**src/design/sard_pkg.sv**
```systemverilog
package sard_pkg;

	localparam int LOG_DEPTH = 256;
	localparam int ADDR_W = $clog2(LOG_DEPTH);
	localparam int CNT_W = $clog2(LOG_DEPTH + 1);
	localparam int RACE_W = $clog2(LOG_DEPTH * (LOG_DEPTH - 1) / 2 + 1);

	localparam int ACT_W = 2;
	localparam int RES_W = 64;
	localparam int THR_W = 32;
	localparam int KIND_W = 2;
	localparam int CAP_W = 9;
	localparam int NEWR_W = 15;
	localparam int USED_W = 9;
	localparam int CTR_W = 32;

	localparam int CFG_IDX_W = 2;
	localparam int CFG_DATA_W = 9;

	localparam int IN_TDATA_W = 136;
	localparam int IN_TUSER_W = ACT_W;
	localparam int OUT_TDATA_W = 128;

	localparam logic [ACT_W-1:0] ACT_TRACK = 2'd0;
	localparam logic [ACT_W-1:0] ACT_QUERY = 2'd1;
	localparam logic [ACT_W-1:0] ACT_CLEAR = 2'd2;

	localparam logic [KIND_W-1:0] KIND_WRITE = 2'd1;

	localparam logic [CFG_IDX_W-1:0] CFG_ENABLED = 2'd0;
	localparam logic [CFG_IDX_W-1:0] CFG_STRICT = 2'd1;
	localparam logic [CFG_IDX_W-1:0] CFG_CAPACITY = 2'd2;

	localparam logic [CAP_W-1:0] CAP_RESET = 9'd256;

	typedef struct packed {
		logic load;
		logic start;
		logic refuse;
		logic clear_count;
		logic scan;
		logic write;
		logic fetch;
		logic outer_hit;
		logic outer_skip;
		logic inner;
		logic commit;
		logic out_load;
	} sard_cmd_t;

	typedef struct packed {
		logic is_track;
		logic is_query;
		logic is_clear;
		logic enabled;
		logic strict;
		logic full;
		logic cnt_zero;
		logic cnt_ge2;
		logic scan_last;
		logic outer_match;
		logic i_avail;
		logic i_next_avail;
		logic out_free;
	} sard_stat_t;

endpackage

```
**src/design/sard_ctrl.sv**
```systemverilog
module sard_ctrl (
	input  logic                 clk,
	input  logic                 arst_n,
	input  logic                 s_tvalid,
	output logic                 s_tready,
	input  sard_pkg::sard_stat_t stat,
	output sard_pkg::sard_cmd_t  cmd
);
	import sard_pkg::*;

	typedef enum logic [10:0] {
		S_IDLE   = 11'b000_0000_0001,
		S_DECODE = 11'b000_0000_0010,
		S_TSCAN  = 11'b000_0000_0100,
		S_TDRAIN = 11'b000_0000_1000,
		S_TWRITE = 11'b000_0001_0000,
		S_QFETCH = 11'b000_0010_0000,
		S_QCHECK = 11'b000_0100_0000,
		S_QINNER = 11'b000_1000_0000,
		S_QDRAIN = 11'b001_0000_0000,
		S_QEND   = 11'b010_0000_0000,
		S_DONE   = 11'b100_0000_0000
	} state_t;

	state_t state_q;
	state_t state_nxt;

	always_ff @(posedge clk or negedge arst_n) begin
		if (!arst_n) begin
			state_q <= S_IDLE;
		end else begin
			state_q <= state_nxt;
		end
	end

	assign s_tready = (state_q == S_IDLE);

	always_comb begin
		cmd = '0;
		state_nxt = state_q;
		case (state_q)
			S_IDLE: begin
				if (s_tvalid) begin
					cmd.load = 1'b1;
					state_nxt = S_DECODE;
				end
			end
			S_DECODE: begin
				cmd.start = 1'b1;
				state_nxt = S_DONE;
				if (stat.is_track) begin
					if (stat.enabled) begin
						if (stat.full) begin
							if (stat.strict) begin
								cmd.refuse = 1'b1;
							end else begin
								cmd.clear_count = 1'b1;
								state_nxt = S_TWRITE;
							end
						end else if (stat.cnt_zero) begin
							state_nxt = S_TWRITE;
						end else begin
							state_nxt = S_TSCAN;
						end
					end
				end else if (stat.is_query) begin
					if (stat.enabled && stat.cnt_ge2) begin
						state_nxt = S_QFETCH;
					end
				end else if (stat.is_clear) begin
					cmd.clear_count = 1'b1;
				end
			end
			S_TSCAN: begin
				cmd.scan = 1'b1;
				if (stat.scan_last) begin
					state_nxt = S_TDRAIN;
				end
			end
			S_TDRAIN: begin
				state_nxt = S_TWRITE;
			end
			S_TWRITE: begin
				cmd.write = 1'b1;
				state_nxt = S_DONE;
			end
			S_QFETCH: begin
				cmd.fetch = 1'b1;
				state_nxt = S_QCHECK;
			end
			S_QCHECK: begin
				if (stat.outer_match) begin
					cmd.outer_hit = 1'b1;
					state_nxt = S_QINNER;
				end else begin
					cmd.outer_skip = 1'b1;
					state_nxt = stat.i_next_avail ? S_QFETCH : S_QEND;
				end
			end
			S_QINNER: begin
				cmd.inner = 1'b1;
				if (stat.scan_last) begin
					state_nxt = S_QDRAIN;
				end
			end
			S_QDRAIN: begin
				// last inner compare lands here; next outer read overlaps it
				if (stat.i_avail) begin
					cmd.fetch = 1'b1;
					state_nxt = S_QCHECK;
				end else begin
					state_nxt = S_QEND;
				end
			end
			S_QEND: begin
				cmd.commit = 1'b1;
				state_nxt = S_DONE;
			end
			S_DONE: begin
				if (stat.out_free) begin
					cmd.out_load = 1'b1;
					state_nxt = S_IDLE;
				end
			end
			default: begin
				state_nxt = S_IDLE;
			end
		endcase
	end

endmodule

```
**config.mk**
```make
export PLATFORM = sky130hd
export DESIGN_NAME = sard_ctrl
export DESIGN_NICKNAME = d
export VERILOG_FILES = /design/src/design/sard_pkg.sv /design/src/design/sard_ctrl.sv
export SDC_FILE = /design/constraint.sdc
export NUM_CORES = 1
export LEC_CHECK = 0
export ABC_CLOCK_PERIOD_IN_PS = 1580
export BUFFER_PORTS_ARGS = -buffer_cell sky130_fd_sc_hd__buf_2
export CORE_ASPECT_RATIO = 1.2
export CORE_UTILIZATION = 25
export CTS_BUF_LIST = sky130_fd_sc_hd__clkbuf_16
export DETAILED_ROUTE_END_ITERATION = 10
export HOLD_SLACK_MARGIN = 0.1
export PLACE_DENSITY = 0.55
export SKIP_CTS_REPAIR_TIMING = 1
export SLEW_MARGIN = 20
export SYNTH_ARGS = -nofsm -noshare
export SYNTH_HDL_FRONTEND = slang
export SYNTH_SLANG_ARGS = --single-unit
export TNS_END_PERCENT = 5
```
**constraint.sdc**
```tcl
create_clock -name clk -period 1.58 [get_ports clk]
set_input_delay 0 -clock clk [delete_from_list [all_inputs] [get_ports clk]]
set_output_delay 0 -clock clk [all_outputs]
set_load 0.01 [all_outputs]
```
==> results.cfg, run 1 <==
[final_layout]
areaGrowthSynthToFinish_pct = 68.10
top_register = state_q
nets = 179
largest_reg_flops = 11
diodes = 0
final_layout_size_suffix_gt1_share_pct = 52.47
reg.largest.list = state_q (11)
fill_cells = 340
instances_no_fill = 199

[run_status]
violations = setup timing
outcome = complete, but fails checks

[global_route]
antenna_found_initial = 0
grt_usage_pct = 13.61
use_met1_pct = 15.60
grtUsageMet2_pct = 25.30
grt_overflow = 0
grt.busiest_layer = met2
grt_pass1_vias = 893
grtUsageMet3_pct = 2.718
grt_pass1_wl_mm = 3.926
grt_max_degree = 12

[detailed_routing]
wl_per_cell_um = 12.21
drc = 0
vias = 966
drt_iter0_drc = 27
totalWireLength_mm = 2.429
drtAntennaViolNets = 0
dr.pass1.iters = 4
via_per_inst = 4.854

[setup_path]
crit_buf_inv = 1
worstPathCellList = nor4_4 > nand4b_4 > nor4b_4 > buf_2
end_kind = output port
start_kind = flip-flop
worstSetupPathType = flip-flop to output port
cp_data_required_time_ns = 1.58
slowest_stage = dfrtp_2
cp_top_family = simple AND/OR/NAND/NOR gates
cp_slowest_stage_delay_ns = 0.44
crit_arrival_ns = 1.71
cp_max_fo = 4

[synth]
postSynthCellCount = 102
yosysWarningCount = 0
synth_area_um2 = 870.8
ys_seq_area_share_pct = 31.75
yosys.area.top_type = dfrtp_1
synth-seq-cells = 11
synth_top_area_share_pct = 28.74
yosys-top-cells-area = dfrtp_1 29%, nor2_1 5.6%, nand2_1 5.2%
synthesis.nets = 118
synth_area_per_cell_um2 = 8.538
synth_cell_types = 41
synth-main-ff-cell = dfrtp_1
synth_async_sr_flop_share_pct = 100.0
synth-edff-count = 0

[sta]
period_share_pct = 108.3
timing.fmax_mhz = 584.6
setup_slack_ns = -0.1305
final_max_slew_viol_count = 0
worst_pin_slew_ns = 0.3301
slew-limit-headroom_pct = 77.69
skew_ns = 0.002916
rsz0062_at_grt = yes
setup_viol = 12
min_period_ns = 1.711
hold_viol = 0

[pwr]
swShare_pct = 34.49
power.switching_w = 0.0005320
vdd_drop_max_uv = 637.8
power.density_mw_per_mm2 = 1054
intPower_w = 0.001011
cellLeakagePower_nw = 0.6888
p_seq_share_pct = 24.9
p_total_w = 0.001543
p_comb_share_pct = 44.6
clkPwrFrac_pct = 30.5

[floorplanning]
num_rows = 23
die_x_um = 55.88
io_pins = 29
die_area_mm2 = 0.003724
dieHeight_um = 66.65
initial_core_util_pct = 26.09
fp.coreArea_mm2 = 0.003338

[clocking]
numCtsBuffers = 3
clock_sinks = 11
htreeDepth = 1
cts_tree = done
clock_tree.buffer_depth = 2
clkTransAtPathRegs_ns = 0.04
clk_latency_ns = 0.24
cts-root-buf = clkbuf_16

[placed_design]
portBuffers = 28
gp_congestion = 0.8835
hpwl_mm = 1.895
pre_cts_slack_ns = -0.06084
placed_cells = 180

[min_path]
hold_class = input port to flip-flop

[run]
cap_violations = 0
-- cells by family (layout without fill, tap and decap cells) --
kind of cell,count (synthesis),count (layout),share of synthesized area (%)
AO/OA/AOI/OAI,17,17,13.79
multiplexers,1,1,1.293
AND/OR/NAND/NOR,59,59,44.11
XOR/XNOR,2,2,2.012
buffers and inverters,12,72,7.039
flip-flops,11,11,31.75
-- cell usage in the layout (no fill, tap or decap), types with 3 or more instances in the layout --
master,count
buf_2,28
buf_4,21
clkbuf_16,3
dfrtp_1,6
dfrtp_2,4
dlygate4sd3_1,9
inv_1,7
nand2_1,11
nand3_1,3
nand3b_1,3
nor2_1,8
nor2_2,4
nor3_1,3
nor3_2,3
o21ai_0,6
-- Yosys cell counts (2+ instances only) --
library cell,n
nand2b_1,2
and2_1,2
o21ai_0,6
nand3b_1,3
buf_6,2
inv_1,7
nand2_1,12
nor3_1,6
a21oi_1,3
dfrtp_1,10
nor4b_1,3
xor2_1,2
nor2_1,13
nand3_1,4
-- per-layer routing --
layer,share of wire (%),vias to the layer above
met5,0,-
met4,1.3,0
met3,5.4,4
met2,52,33
met1,41,444
li1,-,485
-- worst paths after layout --
check                      startpoint    endpoint  slack, ns  depth (start not counted)
setup / recovery           state_q[3]      cmd[3]      -0.13                          4
hold / removal                stat[2]  state_q[9]       0.07                          3
setup reg to reg           state_q[3]  state_q[9]      -0.11                          6
hold reg to reg            state_q[9]  state_q[7]       0.64                          3
max in group asynchronous      arst_n  state_q[0]       1.14                          2
min in group asynchronous      arst_n  state_q[7]       0.17                          2
-- tightest hold or removal path, cell delays in order --
cell      delay, ns
buf_2          0.09
nand3b_1       0.11
o22ai_2        0.07
-- stage by stage --
step	cell area, um2	setup TNS (ns)	util (%)	hold WS, ns
2_1_floorplan	870.8	0	-	-0.2956
3_3_place_gp	1151	-0.1253	34.48	-0.1073
3_5_place_dp	1151	-0.1253	34.48	-0.1021
4_1_cts	1231	-1.602	36.88	-0.3588
5_1_grt	1464	-2.256	43.85	0.1021
6_report	1464	-0.7806	43.85	0.07498
-- power by group through the flow --
stage               Combinational (W)  Clock, W  Sequential [W]
CTS                          0.000562  0.000479        0.000375
floorplan                    0.000334         0        0.000373
global placement             0.000553         0        0.000377
global route                 0.000764  0.000492        0.000390
detailed placement           0.000559         0        0.000379
finish                       0.000689  0.000470        0.000384
-- layout make-up --
cell class / count / area [um2] / area share (%)
multi-input cells: 79 / 621.8 / 42.48
clock buffers: 3 / 75.07 / 5.128
inverters: 9 / 35.03 / 2.393
clock inverters: 1 / 5.005 / 0.3419
flip-flops and latches: 11 / 281.5 / 19.23
repair buffers: 59 / 399.1 / 27.27
well taps: 37 / 46.29 / 3.162
Note: power is estimated with default switching activity, not from simulation.
==> run 2, diff against run 1 <==
--- a/config.mk
+++ b/config.mk
@@ -8,11 +8,12 @@
 export ABC_CLOCK_PERIOD_IN_PS = 1580
 export BUFFER_PORTS_ARGS = -buffer_cell sky130_fd_sc_hd__buf_2
 export CORE_ASPECT_RATIO = 1.2
-export CORE_UTILIZATION = 25
+export CORE_UTILIZATION = 37
 export CTS_BUF_LIST = sky130_fd_sc_hd__clkbuf_16
+export CTS_CLUSTER_SIZE = 40
 export DETAILED_ROUTE_END_ITERATION = 10
 export HOLD_SLACK_MARGIN = 0.1
-export PLACE_DENSITY = 0.55
+export PLACE_DENSITY = 0.72
 export SKIP_CTS_REPAIR_TIMING = 1
 export SLEW_MARGIN = 20
 export SYNTH_ARGS = -nofsm -noshare
==> run 2 against run 1 <==
Compared with the run above:
- the run still ends with setup timing left
- register-to-register slack worse by 0.08 ns
- via count down 1.2%
- combinational power down 16%
- critical endpoint unchanged
- largest power group unchanged
- highest routed layer unchanged
==> results.cfg, run 2 (synthesis gave the netlist of run 1 again) <==
[sta]
setup_slack_ns = -0.1965
hold_slack_ns = 0.07034
setup_viol = 13
slew-limit-headroom_pct = 75.83
period_share_pct = 112.4
min_period_ns = 1.777
worst_pin_slew_ns = 0.3575
hold_viol = 0
timing.fmax_mhz = 562.9
rsz0062_at_grt = yes
skew_ns = 0.001493
final_max_slew_viol_count = 0

[clocking]
htreeDepth = 1
cts_tree = done
clock_tree.buffer_depth = 2
clock_sinks = 11
cts-root-buf = clkbuf_16
clkTransAtPathRegs_ns = 0.04
numCtsBuffers = 3
clk_latency_ns = 0.24

[final_layout]
final_layout_size_suffix_gt1_share_pct = 46.71
fill_cells = 168
final_common_cell = buf_2
nets = 169
largest_reg_flops = 11
diodes = 0
areaGrowthSynthToFinish_pct = 52.73
layout_common_cells = 28 x buf_2, 14 x buf_4, 11 x nor2_1, 11 x nand2_1, 8 x inv_1
utilization_pct = 62.16
top_register = state_q
instances_no_fill = 182
reg.largest.list = state_q (11)

[pwr]
vdd_drop_max_uv = 780.0
cellLeakagePower_nw = 0.6398
power.density_mw_per_mm2 = 1070

[detailed_routing]
drc = 0
drt_iter0_drc = 22
dr.pass1.iters = 4
totalWireLength_mm = 2.510
drtAntennaViolNets = 0
vias = 954
via_per_inst = 5.242
wl_per_cell_um = 13.79

[global_route]
grt_max_degree = 12
grt_usage_pct = 20.99
antenna_found_initial = 0
grt_overflow = 0
grt_pass1_vias = 844
grt_pass1_wl_mm = 3.643

[placed_design]
gp_congestion = 0.8577
hpwl_mm = 1.896
portBuffers = 28
placed_cells = 168
pre_cts_slack_ns = -0.004363

[floorplanning]
die_x_um = 46.29
io_pins = 29
fp.coreArea_mm2 = 0.002140
num_rows = 18
dieHeight_um = 55.15
initial_core_util_pct = 40.70
die_area_mm2 = 0.002552

[setup_path]
worst-r2r-setup-slack_ns = -0.19
end_kind = output port
cp_max_fo = 5
cp_data_required_time_ns = 1.58
start_kind = flip-flop
worstSetupPathType = flip-flop to output port
crit_arrival_ns = 1.78

[run_status]
outcome = complete, but fails checks
violations = setup timing

[min_path]
hold_class = input port to flip-flop

[run]
cap_violations = 0
run 2: final timing paths:
path                            start           to  depth (start not counted)
max                        state_q[1]       cmd[3]                          4
min                           stat[5]   state_q[5]                          3
max reg2reg                state_q[1]   state_q[9]                          6
min reg2reg                state_q[1]  state_q[10]                          3
max in group asynchronous      arst_n   state_q[0]                          2
min in group asynchronous      arst_n   state_q[5]                          2
run 2: final cells by class:
| class | count | area, um2 | area share (%) |
|---|---|---|---|
| Multi-Input combinational cell | 79 | 581.8 | 43.74 |
| Tap cell | 30 | 37.54 | 2.822 |
| Inverter | 9 | 35.03 | 2.634 |
| Clock buffer | 3 | 75.07 | 5.644 |
| Timing Repair Buffer | 49 | 315.3 | 23.71 |
| Sequential cell | 11 | 281.5 | 21.17 |
| Clock inverter | 1 | 3.754 | 0.2822 |
run 2: layer usage:
layer | vias to the layer above | track usage, % | wire [um]
met2 | 28 | 34.98 | 1350
met4 | 0 | 16.18 | 104
li1 | 464 | - | -
met3 | 11 | 2.922 | 63
met5 | - | 0 | 0
met1 | 451 | 23.85 | 991
run 2: power breakdown:
part	total (W)	switching [W]	internal (W)
Sequential	0.000389	0.0000606	0.000329
Combinational	0.000580	0.000306	0.000274
Clock	0.000454	0.000122	0.000332
Total	0.00142	0.000489	0.000934
run 2: worst max-delay path, stage by stage, from the launching register on:
cell	delay, ns
dfrtp_2	0.43
nor4_4	0.36
nand4b_4	0.17
nor4b_4	0.38
buf_2	0.20
run 2: stage by stage:
stage	setup TNS (ns)	area, um2	power (W)
final	-0.9445	1330	0.001423
after global routing	-2.353	1330	0.001511
after CTS	-1.075	1184	0.001360
after detailed placement	-0.004363	1105	0.0008971
after global placement	0	1105	0.0008837
after floorplan	0	870.8	0.0007065
==> run 3, diff against run 2 <==
--- a/config.mk
+++ b/config.mk
@@ -14,6 +14,7 @@
 export DETAILED_ROUTE_END_ITERATION = 10
 export HOLD_SLACK_MARGIN = 0.1
 export PLACE_DENSITY = 0.72
+export RECOVER_POWER = 50
 export SKIP_CTS_REPAIR_TIMING = 1
 export SLEW_MARGIN = 20
 export SYNTH_ARGS = -nofsm -noshare
==> run 3 against run 2 <==
Compared with the run above:
- the flow still finishes with violations (setup timing)
- hold slack about the same
- via count down 0.10%
- cell area about the same
- count of clock-buffer cells in the layout unchanged
- worst setup slack lost 0.00078 ns
- clock power barely moved
- critical endpoint unchanged
- largest cell class unchanged
==> results.cfg, run 3 (synthesis gave the netlist of run 1 again) <==
[run_status]
outcome = complete, but fails checks
violations = setup timing

[global_route]
grt_pass1_wl_mm = 3.643
grt_max_degree = 12
grt_usage_pct = 20.99
grt_overflow = 0
grt_pass1_vias = 844
antenna_found_initial = 0

[setup_path]
worstSetupPathType = flip-flop to output port
crit_arrival_ns = 1.78
worstReg2RegEnd = state_q[9]
start_kind = flip-flop
worst-r2r-setup-slack_ns = -0.19
end_kind = output port
reg2regPathDepth = 6
cp_data_required_time_ns = 1.58
regToRegStartpoint = state_q[1]
cp_max_fo = 5

[final_layout]
largest_reg_flops = 11
nets = 169
fill_cells = 169
final_common_cell = buf_2
areaGrowthSynthToFinish_pct = 52.59
final_layout_size_suffix_gt1_share_pct = 46.05
layout_common_cells = 27 x buf_2, 14 x buf_4, 11 x nor2_1, 11 x nand2_1, 8 x inv_1
reg.largest.list = state_q (11)
final_cell_area_mm2 = 0.001329
top_register = state_q
diodes = 0

[min_path]
hold_class = input port to flip-flop
min_from = stat[5]
holdPathEnd = state_q[5]
whs_path_depth = 3

[placed_design]
pre_cts_slack_ns = -0.004363
place_area_mm2 = 0.001105
hpwl_mm = 1.896
portBuffers = 28
gp_congestion = 0.8577

[pwr]
swShare_pct = 34.37
clkPwrFrac_pct = 31.9
vdd_drop_max_uv = 780.0
intPower_w = 0.0009340
p_comb_share_pct = 40.8
power.density_mw_per_mm2 = 1071
power.switching_w = 0.0004892
cellLeakagePower_nw = 0.6371
p_seq_share_pct = 27.4

[detailed_routing]
dr.pass1.iters = 4
via_per_inst = 5.236
wl_per_cell_um = 13.80
vias = 953
drt_iter0_drc = 22
drtAntennaViolNets = 0
totalWireLength_mm = 2.512
drc = 0

[floorplanning]
dieHeight_um = 55.15
fp.coreArea_mm2 = 0.002140
io_pins = 29
initial_core_util_pct = 40.70
num_rows = 18
die_area_mm2 = 0.002552
die_x_um = 46.29

[clocking]
clk_latency_ns = 0.24
numCtsBuffers = 3
htreeDepth = 1
clock_sinks = 11
clock_tree.buffer_depth = 2
clkTransAtPathRegs_ns = 0.04
cts_tree = done
cts-root-buf = clkbuf_16

[run]
cap_violations = 0

[sta]
min_period_ns = 1.777
rsz0062_at_grt = yes
hold_viol = 0
setup_tns_ns = -0.9492
final_max_slew_viol_count = 0
period_share_pct = 112.5
skew_ns = 0.001493
setup_slack_ns = -0.1973
timing.fmax_mhz = 562.6
slew-limit-headroom_pct = 60.08
setup_viol = 13
worst_pin_slew_ns = 0.5988
## run 3: cell type report
class	count	area (um2)	share of cell area, %
clock buffer	3	75.07	5.650
clock inverter	1	3.754	0.2825
inverter	9	35.03	2.637
multi-input combinational	79	581.8	43.79
sequential	11	281.5	21.19
tap	30	37.54	2.825
timing repair buffer	49	314.1	23.63
## run 3: per-layer routing
| metal | global-route usage [%] | part of all wire (%) | vias to the layer above |
|---|---|---|---|
| met2 | 34.98 | 54 | 28 |
| li1 | - | - | 464 |
| met1 | 23.85 | 39 | 450 |
| met5 | 0 | 0 | - |
| met4 | 16.18 | 4.1 | 0 |
| met3 | 2.922 | 2.5 | 11 |
## run 3: power groups by stage
stage	combinational (W)	sequential, W	clock (W)
finish	0.000580	0.000389	0.000454
global route	0.000635	0.000397	0.000479
CTS	0.000520	0.000378	0.000462
detailed placement	0.000515	0.000382	0
global placement	0.000505	0.000379	0
floorplan	0.000334	0.000373	0
## run 3: worst max path at each step
stage / startpoint / to / slack (ns) / cells past startpoint
floorplan: state_q[1] / state_q[9] / 0.04 / 5
global placement: state_q[6] / state_q[2] / 0.02 / 6
detailed placement: state_q[6] / state_q[2] / -0.004 / 6
CTS: state_q[6] / cmd[9] / -0.21 / 7
global route: state_q[1] / cmd[3] / -0.31 / 4
finish: state_q[1] / cmd[3] / -0.20 / 4
## run 3: critical path, cell delays in order, from the launching register on
cell	delay, ns
dfrtp_2	0.43
nor4_4	0.36
nand4b_4	0.17
nor4b_4	0.38
buf_2	0.20
## run 3: metrics by stage
stage	total power, W	hold WS, ns	utilization [%]	cells
floorplan	0.0007065	-0.2956	-	102
global placement	0.0008837	-0.1244	51.64	168
detailed placement	0.0008971	-0.1213	51.64	168
CTS	0.001360	-0.3738	55.32	172
global route	0.001511	0.09024	62.11	182
finish	0.001423	0.07034	62.11	182
